**config.mk**
```make
export PLATFORM = sky130hd
export DESIGN_NAME = text_sample_classifier
export DESIGN_NICKNAME = d
export VERILOG_FILES = /design/src/tsc_pkg.sv /design/src/tsc_utf8_check.sv /design/src/tsc_text_stats.sv /design/src/text_sample_classifier.sv
export SDC_FILE = /design/constraint.sdc
export NUM_CORES = 1
export LEC_CHECK = 0
export ABC_AREA = 1
export BUFFER_PORTS_ARGS = -buffer_cell sky130_fd_sc_hd__buf_2
export CAP_MARGIN = 5
export CORE_MARGIN = 2
export CORE_UTILIZATION = 55
export CTS_CLUSTER_SIZE = 30
export DETAILED_ROUTE_END_ITERATION = 10
export GPL_ROUTABILITY_DRIVEN = 0
export GPL_TIMING_DRIVEN = 0
export PLACE_DENSITY_LB_ADDON = 0.15
export SLEW_MARGIN = 20
export SYNTH_ARGS = -nofsm -noshare
export SYNTH_HDL_FRONTEND = slang
export SYNTH_SLANG_ARGS = --single-unit
```
**constraint.sdc**
```tcl
create_clock -name i_clk -period 5.15 [get_ports i_clk]
set_input_delay 0.2575 -clock i_clk [delete_from_list [all_inputs] [get_ports i_clk]]
set_output_delay 0.2575 -clock i_clk [all_outputs]
set_load 0.01 [all_outputs]
```
**src/tsc_pkg.sv**
```systemverilog
`timescale 1ns / 1ps
// Package for the text sample classifier: shared types, character codes and
// report codes. No dependencies.
package tsc_pkg;

    localparam int TSC_SAMPLE_BYTES = 512;

    // field widths fixed by the stream format
    localparam int BYTE_W    = 8;
    localparam int CHAR_W    = 7;
    localparam int REPORT_W  = 10;
    localparam int OUT_DATA_W = 32;

    // 7-bit character codes
    localparam logic [CHAR_W-1:0] CH_TAB   = 7'd9;
    localparam logic [CHAR_W-1:0] CH_LF    = 7'd10;
    localparam logic [CHAR_W-1:0] CH_CR    = 7'd13;
    localparam logic [CHAR_W-1:0] CH_SPACE = 7'd32;
    localparam logic [CHAR_W-1:0] CH_DEL   = 7'd127;

    // UTF-8 byte bounds
    localparam logic [BYTE_W-1:0] U8_CONT_LO = 8'h80;
    localparam logic [BYTE_W-1:0] U8_CONT_HI = 8'hBF;
    localparam logic [BYTE_W-1:0] U8_LEAD_LO = 8'hC2;
    localparam logic [BYTE_W-1:0] U8_LEAD3   = 8'hE0;
    localparam logic [BYTE_W-1:0] U8_LEAD_ED = 8'hED;
    localparam logic [BYTE_W-1:0] U8_LEAD4   = 8'hF0;
    localparam logic [BYTE_W-1:0] U8_LEAD_HI = 8'hF4;
    localparam logic [BYTE_W-1:0] U8_BOUND_A0 = 8'hA0;
    localparam logic [BYTE_W-1:0] U8_BOUND_90 = 8'h90;

    // line-end flag bits
    localparam int LE_LONE_CR = 0;
    localparam int LE_LONE_LF = 1;
    localparam int LE_CRLF    = 2;

    // high-bit report codes
    localparam logic [1:0] HB_CLEAR = 2'd0;
    localparam logic [1:0] HB_SET   = 2'd1;
    localparam logic [1:0] HB_MIXED = 2'd2;
    localparam logic [1:0] HB_UTF8  = 2'd3;

    // bound on the byte after a lead byte
    typedef enum logic [2:0] {
        RULE_NONE,
        RULE_E0,   // needs >= A0
        RULE_ED,   // needs <  A0
        RULE_F0,   // needs >= 90
        RULE_F4    // needs <  90
    } t_rule;

    typedef struct packed {
        logic [1:0] left;
        t_rule      rule;
        logic       multibyte;
        logic       invalid;
    } t_utf_state;

    typedef struct packed {
        logic       cr_pending;
        logic [2:0] end_flags;
        logic       tab_seen;
        logic       binary_seen;
    } t_stats;

endpackage

```
**src/tsc_utf8_check.sv**
```systemverilog
`timescale 1ns / 1ps
// Strict UTF-8 checker: running sequence state, one byte per step.
// Depends on tsc_pkg.
module tsc_utf8_check (
    input  logic               i_clk,
    input  logic               i_rst_n,
    input  logic               i_take,
    input  logic               i_clear,
    input  logic [7:0]         i_byte,
    output tsc_pkg::t_utf_state o_next
);
    import tsc_pkg::*;

    t_utf_state r_st;
    t_utf_state n_st;
    logic       rule_bad;

    always_comb begin
        unique case (r_st.rule)
            RULE_E0: rule_bad = (i_byte < U8_BOUND_A0);
            RULE_ED: rule_bad = (i_byte >= U8_BOUND_A0);
            RULE_F0: rule_bad = (i_byte < U8_BOUND_90);
            RULE_F4: rule_bad = (i_byte >= U8_BOUND_90);
            default: rule_bad = 1'b0;
        endcase
    end

    always_comb begin
        n_st = r_st;
        if (i_take && !r_st.invalid) begin
            if (r_st.left == 2'd0) begin
                if (i_byte >= U8_CONT_LO) begin
                    if (i_byte < U8_LEAD_LO || i_byte > U8_LEAD_HI) begin
                        n_st.invalid = 1'b1;
                    end else begin
                        n_st.left = (i_byte < U8_LEAD3) ? 2'd1 :
                                    (i_byte < U8_LEAD4) ? 2'd2 : 2'd3;
                        n_st.rule = (i_byte == U8_LEAD3)   ? RULE_E0 :
                                    (i_byte == U8_LEAD_ED) ? RULE_ED :
                                    (i_byte == U8_LEAD4)   ? RULE_F0 :
                                    (i_byte == U8_LEAD_HI) ? RULE_F4 : RULE_NONE;
                        n_st.multibyte = 1'b1;
                    end
                end
            end else if (i_byte < U8_CONT_LO || i_byte > U8_CONT_HI || rule_bad) begin
                n_st.invalid = 1'b1;
            end else begin
                n_st.rule = RULE_NONE;
                n_st.left = r_st.left - 2'd1;
            end
        end
    end

    always_ff @(posedge i_clk) begin
        if (!i_rst_n || i_clear) begin
            r_st <= '{left: 2'd0, rule: RULE_NONE, multibyte: 1'b0, invalid: 1'b0};
        end else begin
            r_st <= n_st;
        end
    end

    assign o_next = n_st;

endmodule

```
**src/tsc_text_stats.sv**
```systemverilog
`timescale 1ns / 1ps
// One set of text statistics: line endings, line count, tab and control bytes.
// Depends on tsc_pkg.
module tsc_text_stats #(
    parameter int CNT_W = 10
) (
    input  logic                  i_clk,
    input  logic                  i_rst_n,
    input  logic                  i_take,
    input  logic                  i_clear,
    input  logic                  i_skip,   // high byte: only ends a pending CR
    input  logic [6:0]            i_char,
    output tsc_pkg::t_stats       o_next,
    output logic [CNT_W-1:0]      o_next_lines
);
    import tsc_pkg::*;

    t_stats           r_st;
    t_stats           n_st;
    logic [CNT_W-1:0] r_lines;
    logic [CNT_W-1:0] n_lines;

    always_comb begin
        n_st    = r_st;
        n_lines = r_lines;
        if (i_take) begin
            if (i_skip) begin
                if (r_st.cr_pending) begin
                    n_st.end_flags[LE_LONE_CR] = 1'b1;
                    n_st.cr_pending = 1'b0;
                end
            end else if (i_char == CH_CR) begin
                n_lines = r_lines + 1'b1;
                n_st.cr_pending = 1'b1;
            end else if (i_char == CH_LF) begin
                if (r_st.cr_pending) begin
                    n_st.end_flags[LE_CRLF] = 1'b1;
                end else begin
                    n_st.end_flags[LE_LONE_LF] = 1'b1;
                    n_lines = r_lines + 1'b1;
                end
                n_st.cr_pending = 1'b0;
            end else begin
                if (r_st.cr_pending) begin
                    n_st.end_flags[LE_LONE_CR] = 1'b1;
                    n_st.cr_pending = 1'b0;
                end
                if (i_char == CH_TAB) begin
                    n_st.tab_seen = 1'b1;
                end else if (i_char < CH_SPACE || i_char == CH_DEL) begin
                    n_st.binary_seen = 1'b1;
                end
            end
        end
    end

    always_ff @(posedge i_clk) begin
        if (!i_rst_n || i_clear) begin
            r_st    <= '0;
            r_lines <= '0;
        end else begin
            r_st    <= n_st;
            r_lines <= n_lines;
        end
    end

    assign o_next       = n_st;
    assign o_next_lines = n_lines;

endmodule

```
**src/text_sample_classifier.sv**
```systemverilog
`timescale 1ns / 1ps
// Text sample classifier: takes a file sample one byte per request on the
// slave stream (tlast on the final byte, tuser = file continues beyond the
// sample) and on the final byte returns one report on the master stream:
// text or binary, strict UTF-8 verdict, line endings, high-bit mix, line
// count, length and tab flag. Throughput is one byte per clock; a byte is
// registered on entry and then folded into the running state, and the report
// is written to an output register as its final byte is folded in, and is
// held there on the master stream while the next sample streams in. Only a
// final byte can stall the input, and only while the previous report has not
// been taken. Bytes beyond SAMPLE_BYTES are dropped; the length saturates
// there. Depends on tsc_pkg, tsc_utf8_check and tsc_text_stats.
module text_sample_classifier #(
    parameter int SAMPLE_BYTES = tsc_pkg::TSC_SAMPLE_BYTES
) (
    input  logic        i_clk,
    input  logic        i_rst_n,
    input  logic        s_axis_tvalid,
    output logic        s_axis_tready,
    input  logic [7:0]  s_axis_tdata,   // [7:0] data_byte
    input  logic        s_axis_tlast,   // last
    input  logic        s_axis_tuser,   // file_continues
    output logic        m_axis_tvalid,
    input  logic        m_axis_tready,
    // [0] is_text, [1] is_utf8, [4:2] line_end_kind, [6:5] high_bit_kind,
    // [16:7] line_count, [26:17] sample_length, [27] has_tab, [31:28] zero
    output logic [31:0] m_axis_tdata
);
    import tsc_pkg::*;

    localparam int CNT_W = $clog2(SAMPLE_BYTES + 1);
    localparam logic [CNT_W-1:0] LIMIT = CNT_W'(SAMPLE_BYTES);

    // entry register
    logic             r_in_valid;
    logic [7:0]       r_in_byte;
    logic             r_in_last;
    logic             r_in_cont;

    logic [CNT_W-1:0] r_count;
    logic [CNT_W-1:0] n_count;
    logic             r_high_seen;
    logic             r_low_seen;
    logic             n_high_seen;
    logic             n_low_seen;

    logic             r_out_valid;
    logic [31:0]      r_out_data;

    logic             advance;
    logic             take;
    logic             finish;

    t_utf_state       utf_next;
    t_stats           u_next;
    t_stats           r_next;
    logic [CNT_W-1:0] u_lines;
    logic [CNT_W-1:0] r_lines;

    logic             utf;
    t_stats           sel;
    logic [CNT_W-1:0] sel_lines;
    logic [2:0]       ends;
    logic [1:0]       hb;
    logic [CNT_W+REPORT_W-1:0] lines_ext;
    logic [CNT_W+REPORT_W-1:0] count_ext;
    logic [31:0]      report;

    // a final byte may only proceed when the output register can take its report
    assign advance = r_in_valid && (!r_in_last || !r_out_valid || m_axis_tready);
    assign s_axis_tready = !r_in_valid || advance;
    assign take    = advance && (r_count < LIMIT);
    assign finish  = advance && r_in_last;

    assign n_count     = take ? r_count + 1'b1 : r_count;
    assign n_high_seen = r_high_seen || (take && r_in_byte[7]);
    assign n_low_seen  = r_low_seen  || (take && !r_in_byte[7]);

    tsc_utf8_check u_utf (
        .i_clk   (i_clk),
        .i_rst_n (i_rst_n),
        .i_take  (take),
        .i_clear (finish),
        .i_byte  (r_in_byte),
        .o_next  (utf_next)
    );

    tsc_text_stats #(.CNT_W(CNT_W)) u_stats_utf (
        .i_clk        (i_clk),
        .i_rst_n      (i_rst_n),
        .i_take       (take),
        .i_clear      (finish),
        .i_skip       (r_in_byte[7]),
        .i_char       (r_in_byte[6:0]),
        .o_next       (u_next),
        .o_next_lines (u_lines)
    );

    tsc_text_stats #(.CNT_W(CNT_W)) u_stats_raw (
        .i_clk        (i_clk),
        .i_rst_n      (i_rst_n),
        .i_take       (take),
        .i_clear      (finish),
        .i_skip       (1'b0),
        .i_char       (r_in_byte[6:0]),
        .o_next       (r_next),
        .o_next_lines (r_lines)
    );

    // verdict: a cut sequence passes only in a full sample of a longer file
    always_comb begin
        if (utf_next.invalid) begin
            utf = 1'b0;
        end else if (utf_next.left != 2'd0) begin
            utf = (n_count == LIMIT) && r_in_cont;
        end else begin
            utf = utf_next.multibyte;
        end
    end

    assign sel       = utf ? u_next : r_next;
    assign sel_lines = utf ? u_lines : r_lines;
    assign ends      = sel.end_flags | {2'b00, sel.cr_pending};

    always_comb begin
        priority if (utf) begin
            hb = HB_UTF8;
        end else if (n_high_seen) begin
            hb = n_low_seen ? HB_MIXED : HB_SET;
        end else begin
            hb = HB_CLEAR;
        end
    end

    assign lines_ext = {{REPORT_W{1'b0}}, sel_lines};
    assign count_ext = {{REPORT_W{1'b0}}, n_count};

    always_comb begin
        report = '0;
        report[1]     = utf;
        report[26:17] = count_ext[REPORT_W-1:0];
        if (!sel.binary_seen) begin
            report[0]     = 1'b1;
            report[4:2]   = ends;
            report[6:5]   = hb;
            report[16:7]  = lines_ext[REPORT_W-1:0];
            report[27]    = sel.tab_seen;
        end
    end

    always_ff @(posedge i_clk) begin
        if (!i_rst_n) begin
            r_in_valid <= 1'b0;
        end else if (s_axis_tready) begin
            r_in_valid <= s_axis_tvalid;
        end
    end

    always_ff @(posedge i_clk) begin
        if (s_axis_tready && s_axis_tvalid) begin
            r_in_byte <= s_axis_tdata;
            r_in_last <= s_axis_tlast;
            r_in_cont <= s_axis_tuser;
        end
    end

    always_ff @(posedge i_clk) begin
        if (!i_rst_n || finish) begin
            r_count     <= '0;
            r_high_seen <= 1'b0;
            r_low_seen  <= 1'b0;
        end else begin
            r_count     <= n_count;
            r_high_seen <= n_high_seen;
            r_low_seen  <= n_low_seen;
        end
    end

    always_ff @(posedge i_clk) begin
        if (!i_rst_n) begin
            r_out_valid <= 1'b0;
        end else if (finish) begin
            r_out_valid <= 1'b1;
        end else if (m_axis_tready) begin
            r_out_valid <= 1'b0;
        end
    end

    always_ff @(posedge i_clk) begin
        if (finish) begin
            r_out_data <= report;
        end
    end

    assign m_axis_tvalid = r_out_valid;
    assign m_axis_tdata  = r_out_data;

endmodule

```
* Word-level counts from Yosys, hierarchy flattened *
Index checks and enable logic that the tools add are counted.

cells by class
  add/sub/neg operators = 4
  $lt $le $gt $ge = 13
  equal/unequal tests = 16
  mux-type cells = 61
  bitwise operators = 1
  reductions and logical operators = 28

operators with widths
  operator                                               count
  two-way mux 10 bit                                     11
  < comparator 8 bit (second input constant)             6
  == test 8 bit (second input constant)                  4
  adder 10 x 1 -> 10 bit (second input constant)         3
  two-way mux 1 bit                                      25
  >= comparator 8 bit (second input constant)            3
  two-way mux 6 bit                                      4
  == test 7 x 4 -> 1 bit (second input constant)         3
  two-way mux 5 bit                                      4
  two-way mux 3 bit                                      6
  greater-than comparator 8 bit (second input constant)  2
  two-way mux 2 bit                                      8
  two-way mux 7 bit                                      2
  == test 10 bit (second input constant)                 1
  logical OR 1 bit                                       10
  < comparator 10 bit (second input constant)            1
  logical AND 1 bit                                      8
  == test 7 bit (second input constant)                  1
  < comparator 7 x 6 -> 1 bit (second input constant)    1
  == test 3 x 2 -> 1 bit (second input constant)         2
  logical NOT 1 bit                                      6
  inequality test 2 bit (second input constant)          2
  case mux 1 bit (4 select lines)                        1
  AND reduction 4 bit                                    1
  other kinds (7)                                        8

storage, ports and cells
  bits in registers = 91
  input bits = 14
  output and inout port bits = 34

* Logic depth before layout (Yosys ltp) *
Gate-level depths: netlist (run 1).

  depth after elaboration = 14
  depth in mapped cells = 18
  gate-level depth less buffers = 17

* Cells and area by module *
Synthesis (run 1) repeated with hierarchy kept, for this count alone.

second synthesis, totals
  cells, all modules = 694
  area total of the unflattened synthesis = 5367.6 um^2

modules (own cells, without submodules)
  module                  times used  cells each  area each (um^2)  sequential area each (um^2)
  text_sample_classifier  1           270         2572.5            1421.4
  tsc_text_stats          2           154         1073.5            320.3
  tsc_utf8_check          1           116         648.1             140.1

* Least setup slack after synthesis (run 1) *
OpenSTA, ideal clock, no wires.

  kind = reg-to-reg
  start point = register r_in_byte[1]
  end point = register r_out_data[14] (netlist: m_axis_tdata[14]), data pin
  setup time = 0.249 ns
  arrival = 1.818 ns
  slack = 3.082 ns
  stages on the path, launching flop included = 18
  path buffers = 1
  clock period less this slack = 2.068 ns
  cell sequence = edfxtp_1 nor2_1 inv_1 nor2_2 nor2_1 nor2_2 nand3_2 nand3_1 nand2_1 inv_1 nand2_1 nand2_4 nand3_4 buf_6 nand2_1 nand2_1 nand2_1 inv_1

on the way
  cells in the longest elaborated chain, start to end = 11
  elaborated cells on any way between the ends = 55

RTL lines
  element                                                         RTL line                                                      RTL
  start, declared                                                 text_sample_classifier.sv:36                                  logic [7:0] r_in_byte;
  start signal, assigned                                          text_sample_classifier.sv:161                                 r_in_byte <= s_axis_tdata;
  < comparator 8 bit                                              tsc_utf8_check.sv:37                                          (i_byte < U8_LEAD4) ? 2'd2 : 2'd3;
  two-way mux 1 bit                                               tsc_utf8_check.sv:37
  two-way mux 2 bit                                               tsc_utf8_check.sv:36                                          n_st.left = (i_byte < U8_LEAD3) ? 2'd1 :
  two-way mux 6 bit                                               tsc_utf8_check.sv:33                                          if (i_byte < U8_LEAD_LO || i_byte > U8_LEAD_HI) begin
  two-way mux 7 bit                                               tsc_utf8_check.sv:32                                          if (i_byte >= U8_CONT_LO) begin
  two-way mux 5 bit                                               tsc_utf8_check.sv:31                                          if (r_st.left == 2'd0) begin
  two-way mux 7 bit                                               tsc_utf8_check.sv:30                                          if (i_take && !r_st.invalid) begin
  nonzero test 2 bit                                              text_sample_classifier.sv:114                                 end else if (utf_next.left != 2'd0) begin
  two-way mux 1 bit                                               text_sample_classifier.sv:114
  two-way mux 1 bit                                               text_sample_classifier.sv:112                                 if (utf_next.invalid) begin
  two-way mux 10 bit / two-way mux 6 bit (equally long branches)  text_sample_classifier.sv:122, text_sample_classifier.sv:121
  end signal, assigned                                            text_sample_classifier.sv:191                                 r_out_data <= report;
  end, declared                                                   text_sample_classifier.sv:48                                  logic [31:0] r_out_data;

Parallel ways exist; a longest one is shown, timed or not. The select of a mux whose other input is x is not followed.
A chain may end at the register's enable or synchronous reset.

* Worst setup path after layout (run 1) *
  start point = register r_count[0]
  end point = register r_out_data[2] (netlist: m_axis_tdata[2]), data pin

on the way
  cells in the longest elaborated chain, start to end = 9
  elaborated cells on any way between the ends = 15

RTL lines
  element                    RTL line                       RTL
  start, declared            text_sample_classifier.sv:40   logic [CNT_W-1:0] r_count;
  start signal, assigned     text_sample_classifier.sv:173  r_count <= n_count;
  < comparator 10 bit        text_sample_classifier.sv:72   assign take = advance && (r_count < LIMIT);
  logical AND 1 bit          text_sample_classifier.sv:72
  two-way mux 10 bit *       text_sample_classifier.sv:75   assign n_count = take ? r_count + 1'b1 : r_count;
  via n_count[4]             text_sample_classifier.sv:41   logic [CNT_W-1:0] n_count;
  == test 10 bit *           text_sample_classifier.sv:115  utf = (n_count == LIMIT) && r_in_cont;
  logical AND 1 bit *        text_sample_classifier.sv:115
  two-way mux 1 bit *        text_sample_classifier.sv:114
  two-way mux 1 bit *        text_sample_classifier.sv:112
  two-way mux 6 bit *        text_sample_classifier.sv:121  assign sel = utf ? u_next : r_next;
  bitwise OR 3 x 1 -> 3 bit  text_sample_classifier.sv:123  assign ends = sel.end_flags | {2'b00, sel.cr_pending};

Mark *: on every way through the listed nets, which the timed path passes. The rest lies on a longest branch.

==> results.sh, run 1 <==
export IMPL_relSlewSlack=0.5863
export IMPL_layout_common_cells="nand2_1, inv_1, nor2_1"
export IMPL_ant_nets=0
export IMPL_cts_sinks=91
export IMPL_vias=3657
export IMPL_io_buffer_count=43
export IMPL_path_buf_inv=2
export IMPL_grt_max_degree=29
export IMPL_grt_overflow=0
export IMPL_ios=48
export IMPL_power_uw=1472
export IMPL_post_cts_buffers=0
export IMPL_clk_pin_slew_ps=100
export IMPL_gr_usage_met2=0.3807
export IMPL_timing_fmax_mhz=388.7
export IMPL_whs_endpoint="r_in_cont"
export IMPL_r2r_slack_ps=2580
export IMPL_worstPathMaxFanout=8
export IMPL_irDropWorstVdd_mv=0.1646
export IMPL_reg2regPathDepth=15
export IMPL_cp_top_family="simple AND/OR/NAND/NOR gates"
export IMPL_cp_arrival_ps=2700
export IMPL_wl_um=9112
export IMPL_reg2reg_to="m_axis_tdata[2]"
export IMPL_first_iter_violations=198
export IMPL_ctsResizeCount=0
export IMPL_power_density_mw_per_mm2=295.5
export IMPL_synth_top_area_share=0.2592
export IMPL_synthCells=559
export IMPL_first_pass_iters=6
export IMPL_hold_viol=0
export IMPL_dieArea_mm2=0.008737
export IMPL_drv_cap=0
export IMPL_vias_per_cell=5.058
export IMPL_tightest_slew_ps=619.6
export IMPL_antenna_found_initial=0
export IMPL_fin_crit_sh=0.4996
export IMPL_fp_row_count=32
export IMPL_netlist_top_cells_area="edfxtp_1, dfxtp_1, nand2_1"
export IMPL_ys_ff_latch=91
export IMPL_cp_slowest_cell="dfxtp_1"
export IMPL_clock_skew_final_ps=11.91
export IMPL_p_leak_uw=0.002457
export IMPL_min_from="s_axis_tuser"
export IMPL_synth_avg_cell_area_um2=7.877
export IMPL_crit_path_frequent_cell="nand2_1"
export IMPL_final_area_mm2=0.004980
export IMPL_drive_above_1_share=0.1401
export IMPL_die_x_um=93.47
export IMPL_grt_usage=0.2252
export IMPL_dpl_cell_area_mm2=0.004757
export IMPL_synth_flop_cell="dfxtp_1"
export IMPL_worst_setup_path_start_kind="flip-flop"
export IMPL_report_final_setup_viol=0
export IMPL_n_antenna_cell=0
export IMPL_period_needed_ps=2573
export IMPL_slowest_delay_ps=440
export IMPL_grt_pass1_vias=3441
export IMPL_layout_commonest_cell="nand2_1"
export IMPL_fp_dieH_um=93.47
export IMPL_syn_to_final_growth_pct=13.10
export IMPL_cts_root_buf="clkbuf_8"
export IMPL_endpoint_kind="flip-flop"
export IMPL_synth_edf_count=38
export IMPL_dp_hpwl_um=6669
export IMPL_cts_tree="built"
export IMPL_cts_path_max_buffers=2
export IMPL_postCtsHoldBufs=0
export IMPL_crit_path_cell_trace="ha_1, nand3_1, xnor2_1, nand2_1, nand2_1, inv_1, nand3_1, nor2_1, nand2_1, nand2_4, nand3_4, nand2_1, nand2_2, nand2_1, inv_1"
export IMPL_async_reset_ff_frac=0
export IMPL_wl_per_cell_um=12.60
export IMPL_slew_violations=0
export IMPL_fin_nets=634
export IMPL_synth_top_area_cell="edfxtp_1"
export IMPL_htreeDepth=3
export IMPL_critical_path_class="flip-flop to flip-flop"
export IMPL_initial_core_util=0.5698
export IMPL_hold_depth=1
export IMPL_run_status="complete, no violations"
export IMPL_synth_cell_types=39
export IMPL_synth_area_mm2=0.004403
export IMPL_cts_made_buffers=9
export IMPL_yosysSeqAreaShare=0.5001
export IMPL_clkLatencyLatePin_ps=370
export IMPL_grt_pass1_wl_um=15410
export IMPL_rsz0062_at_grt="no"
export IMPL_required_ps=5280
export IMPL_core_area_mm2=0.007727
export IMPL_gr_usage_met1=0.2863
export IMPL_yosysWarnings=0
export IMPL_timing_rr_start="r_count[0]"
export IMPL_cp_depth=15
export IMPL_finalSetupTns_ps=0
export IMPL_grt_util_met3=0.03546
export IMPL_drc_errors=0
export IMPL_gr_max_usage_layer="met2"
export IMPL_hold_class="primary input to flip-flop"
-- how the worst max path moves through the flow --
stage / start / to / slack [ps]
4_1_cts: r_count[0] / m_axis_tdata[2] / 2610
2_1_floorplan: r_in_byte[1] / m_axis_tdata[14] / 3080
5_1_grt: r_count[0] / m_axis_tdata[2] / 2280
3_5_place_dp: r_in_byte[1] / m_axis_tdata[7] / 2620
6_report: r_count[0] / m_axis_tdata[2] / 2580
3_3_place_gp: r_count[0] / m_axis_tdata[27] / 2700
-- stage by stage --
| step | utilization | worst slack [ps] | hold WS [ps] | instances |
|---|---|---|---|---|
| after floorplan | - | 3082 | 355.1 | 562 |
| after global routing | 0.6444 | 2284 | 53.14 | 723 |
| final | 0.6444 | 2577 | 60.87 | 723 |
| after CTS | 0.6444 | 2608 | 51.95 | 723 |
| after global placement | 0.6156 | 2700 | 433.6 | 707 |
| after detailed placement | 0.6156 | 2618 | 435.6 | 707 |
-- cell usage after synthesis (2+ instances only) --
cell type,number
a211oi_1,2
a21oi_1,9
a31oi_1,6
buf_1,5
buf_2,3
buf_4,5
buf_6,2
dfxtp_1,53
edfxtp_1,38
ha_1,4
inv_1,93
nand2_1,138
nand3_1,29
nand3_2,3
nand3_4,2
nand3b_1,2
nand4_1,28
nor2_1,84
nor2_2,4
nor3_1,2
o21ai_0,11
o21bai_1,2
or2_2,2
xnor2_1,5
xor2_1,13
-- registers in the layout (all words and copies together), names as in the netlist --
name                 flops
m_axis_tvalid            1
m_axis_tdata            28
r_low_seen               1
r_in_cont                1
u_stats_raw.r_st         6
r_in_valid               1
r_in_last                1
r_high_seen              1
u_stats_raw.r_lines     10
u_stats_utf.r_st         6
r_count                 10
u_utf.r_st               7
r_in_byte                8
u_stats_utf.r_lines     10
-- logic make-up (layout without fill, tap and decap cells) --
family,Yosys count,count (layout),share of synthesized area
AND/OR/NAND/NOR,297,297,0.2964
buffers and inverters,110,169,0.1023
flip-flops,91,91,0.5001
AO/OA/AOI/OAI,38,38,0.05314
XOR/XNOR,18,18,0.03581
adder cells (fa/ha/maj),4,4,0.01137
other,1,4,0.0008517
-- final cells by class --
class	instances	area (um2)
fillers	676	2748
flip-flops and latches	91	2202
multi-input cells	361	1762
inverters	94	352.8
repair buffers	43	215.2
clock buffers	10	127.6
well taps	102	127.6
plain buffers	16	97.59
clock inverters	6	95.09
-- worst reg2reg max path: cells and delay by family (launching register included) --
| kind | cells | cell delay [ps] |
|---|---|---|
| buffers and inverters | 2 | 130 |
| flip-flops | 1 | 440 |
| adder cells (fa/ha/maj) | 1 | 290 |
| XOR/XNOR | 1 | 160 |
| AND/OR/NAND/NOR | 11 | 1330 |
-- power breakdown --
part,switching [uW],internal (uW)
Combinational,103,45.5
Sequential,9.77,770
Clock,263,280
-- metal layers --
layer	wire length (um)	up-vias
li1	-	1878
met1	4164	1658
met2	4304	102
met3	436	19
met4	206	0
met5	0	-
Note: power is estimated with default switching activity, not from simulation.
==> inputs of run 2 (changes only) <==
==> constraint.sdc (replaced) <==
create_clock -name i_clk -period 2.5 [get_ports i_clk]
set_input_delay 0.125 -clock i_clk [delete_from_list [all_inputs] [get_ports i_clk]]
set_output_delay 0.125 -clock i_clk [all_outputs]
set_load 0.01 [all_outputs]
==> run 2 against run 1 <==
Compared with the run above: die area is the same; core utilization rose by 5.2 points; sequential power is 110% higher; critical path type unchanged.
==> results.sh, run 2 (same netlist as run 1, synthesis figures left out) <==
export IMPL_cts_path_max_buffers=2
export IMPL_htreeDepth=3
export IMPL_initial_core_util=0.5698
export IMPL_dp_hpwl_um=6669
export IMPL_endpoint_kind="flip-flop"
export IMPL_fin_crit_sh=0.9592
export IMPL_required_ps=2630
export IMPL_grt_usage=0.2288
export IMPL_power_density_mw_per_mm2=581.6
export IMPL_ant_nets=0
export IMPL_cts_sinks=91
export IMPL_first_iter_violations=165
export IMPL_critical_path_class="flip-flop to flip-flop"
export IMPL_ios=48
export IMPL_vias_per_cell=5.080
export IMPL_fp_dieH_um=93.47
export IMPL_worstPathMaxFanout=8
export IMPL_place_inst=707
export IMPL_syn_to_final_growth_pct=22.19
export IMPL_largest_reg_flops=28
export IMPL_fin_cells=749
export IMPL_report_final_setup_viol=0
export IMPL_die_x_um=93.47
export IMPL_period_needed_ps=2398
export IMPL_grt_pass1_vias=3500
export IMPL_grt_pass1_wl_um=15650
export IMPL_drive_above_1_share=0.2009
export IMPL_clkLatencyLatePin_ps=370
export IMPL_hold_viol=0
export IMPL_grt_overflow=0
export IMPL_antenna_found_initial=0
export IMPL_irDropWorstVdd_mv=0.3480
export IMPL_run_status="complete, no violations"
export IMPL_core_area_mm2=0.007727
export IMPL_reg2regPathDepth=17
export IMPL_n_antenna_cell=0
export IMPL_first_pass_iters=4
export IMPL_slew_violations=0
export IMPL_dieArea_mm2=0.008737
export IMPL_wl_per_cell_um=13.15
export IMPL_io_buffer_count=43
export IMPL_vias=3805
export IMPL_fp_row_count=32
export IMPL_grt_max_degree=29
export IMPL_wl_um=9846
export IMPL_hold_class="primary input to flip-flop"
export IMPL_layout_commonest_cell="nand2_1"
export IMPL_relSlewSlack=0.5813
export IMPL_cts_tree="built"
export IMPL_clk_pin_slew_ps=90
export IMPL_clock_skew_final_ps=9.260
export IMPL_timing_fmax_mhz=417.0
export IMPL_tightest_slew_ps=627.2
export IMPL_p_leak_uw=0.002615
export IMPL_drv_cap=0
export IMPL_fin_nets=660
export IMPL_layout_common_cells="nand2_1, inv_1, nor2_1"
export IMPL_power_uw=3129
export IMPL_fillers=629
export IMPL_hold_depth=3
export IMPL_drc_errors=0
export IMPL_cts_root_buf="clkbuf_8"
export IMPL_cp_arrival_ps=2530
export IMPL_worst_setup_path_start_kind="flip-flop"
export IMPL_cts_made_buffers=9
-- run 2: where the power goes --
part,internal (uW),total [uW],switching (uW)
clock network,576,1120,547
registers,1590,1610,22.5
logic,154,396,242
total,2320,3130,812
-- run 2: final cells by class --
cell class | instances | area (um2) | share of cell area
inverter | 94 | 352.8 | 0.06558
buffer | 15 | 101.3 | 0.01884
clock buffer | 10 | 127.6 | 0.02372
sequential | 91 | 2210 | 0.4107
timing repair buffer | 70 | 484.2 | 0.09000
tap | 102 | 127.6 | 0.02372
multi-input combinational | 361 | 1882 | 0.3498
clock inverter | 6 | 95.09 | 0.01767
-- run 2: repair_timing --
item	CTS	global route
gates resized for setup	2	39
pin swaps	0	9
cloned	0	2
setup endpoints to repair	14	19
hold buffers	11	0
setup buffers	0	14
hold endpoints to repair	11	0
-- run 2: stage by stage --
stage / hold slack, ps / setup TNS, ps / setup WS [ps] / utilization / cell area, um2
final: 40.09 / 0 / 101.9 / 0.6962 / 5380
after global routing: 45.42 / -615.2 / -89.45 / 0.6962 / 5380
after CTS: 33.24 / 0 / 1.511 / 0.6593 / 5095
after detailed placement: 303.1 / -71.65 / -32.22 / 0.6156 / 4757
after global placement: 301.1 / 0 / 49.84 / 0.6156 / 4757
after floorplan: 222.6 / 0 / 432.4 / - / 4414
-- run 2: path summary, 6_finish.rpt --
kind | start | end | slack (ps)
worst min register to register | u_stats_raw.r_st[1] | u_stats_raw.r_st[1] | 470
worst max-delay path | r_in_byte[0] | m_axis_tdata[27] | 100
worst min-delay path | s_axis_tvalid | r_in_valid | 40
worst max register to register | r_in_byte[0] | m_axis_tdata[27] | 100
-- run 2: per-layer routing --
metal  track usage  part of all wire  vias up
met2        0.3903              0.49       82
met3       0.03546             0.043       16
met1        0.2889              0.45     1763
li1              -                 -     1944
met4       0.09559             0.017        0
met5             0                 0        -
-- run 2: critical path, cell delays in order (launching register included) --
cell and delay [ps]:
edfxtp_1 450, nor2_2 170, inv_1 80, nor2_2 100
nor2_1 80, nor2_4 170, nand3_2 120, nand3_2 90
nand2_1 60, inv_2 90, nand2_1 90, nand2_4 120
nand3_4 170, buf_4 200, nand2_1 50, nand2_1 40
nand2_1 60, inv_1 40
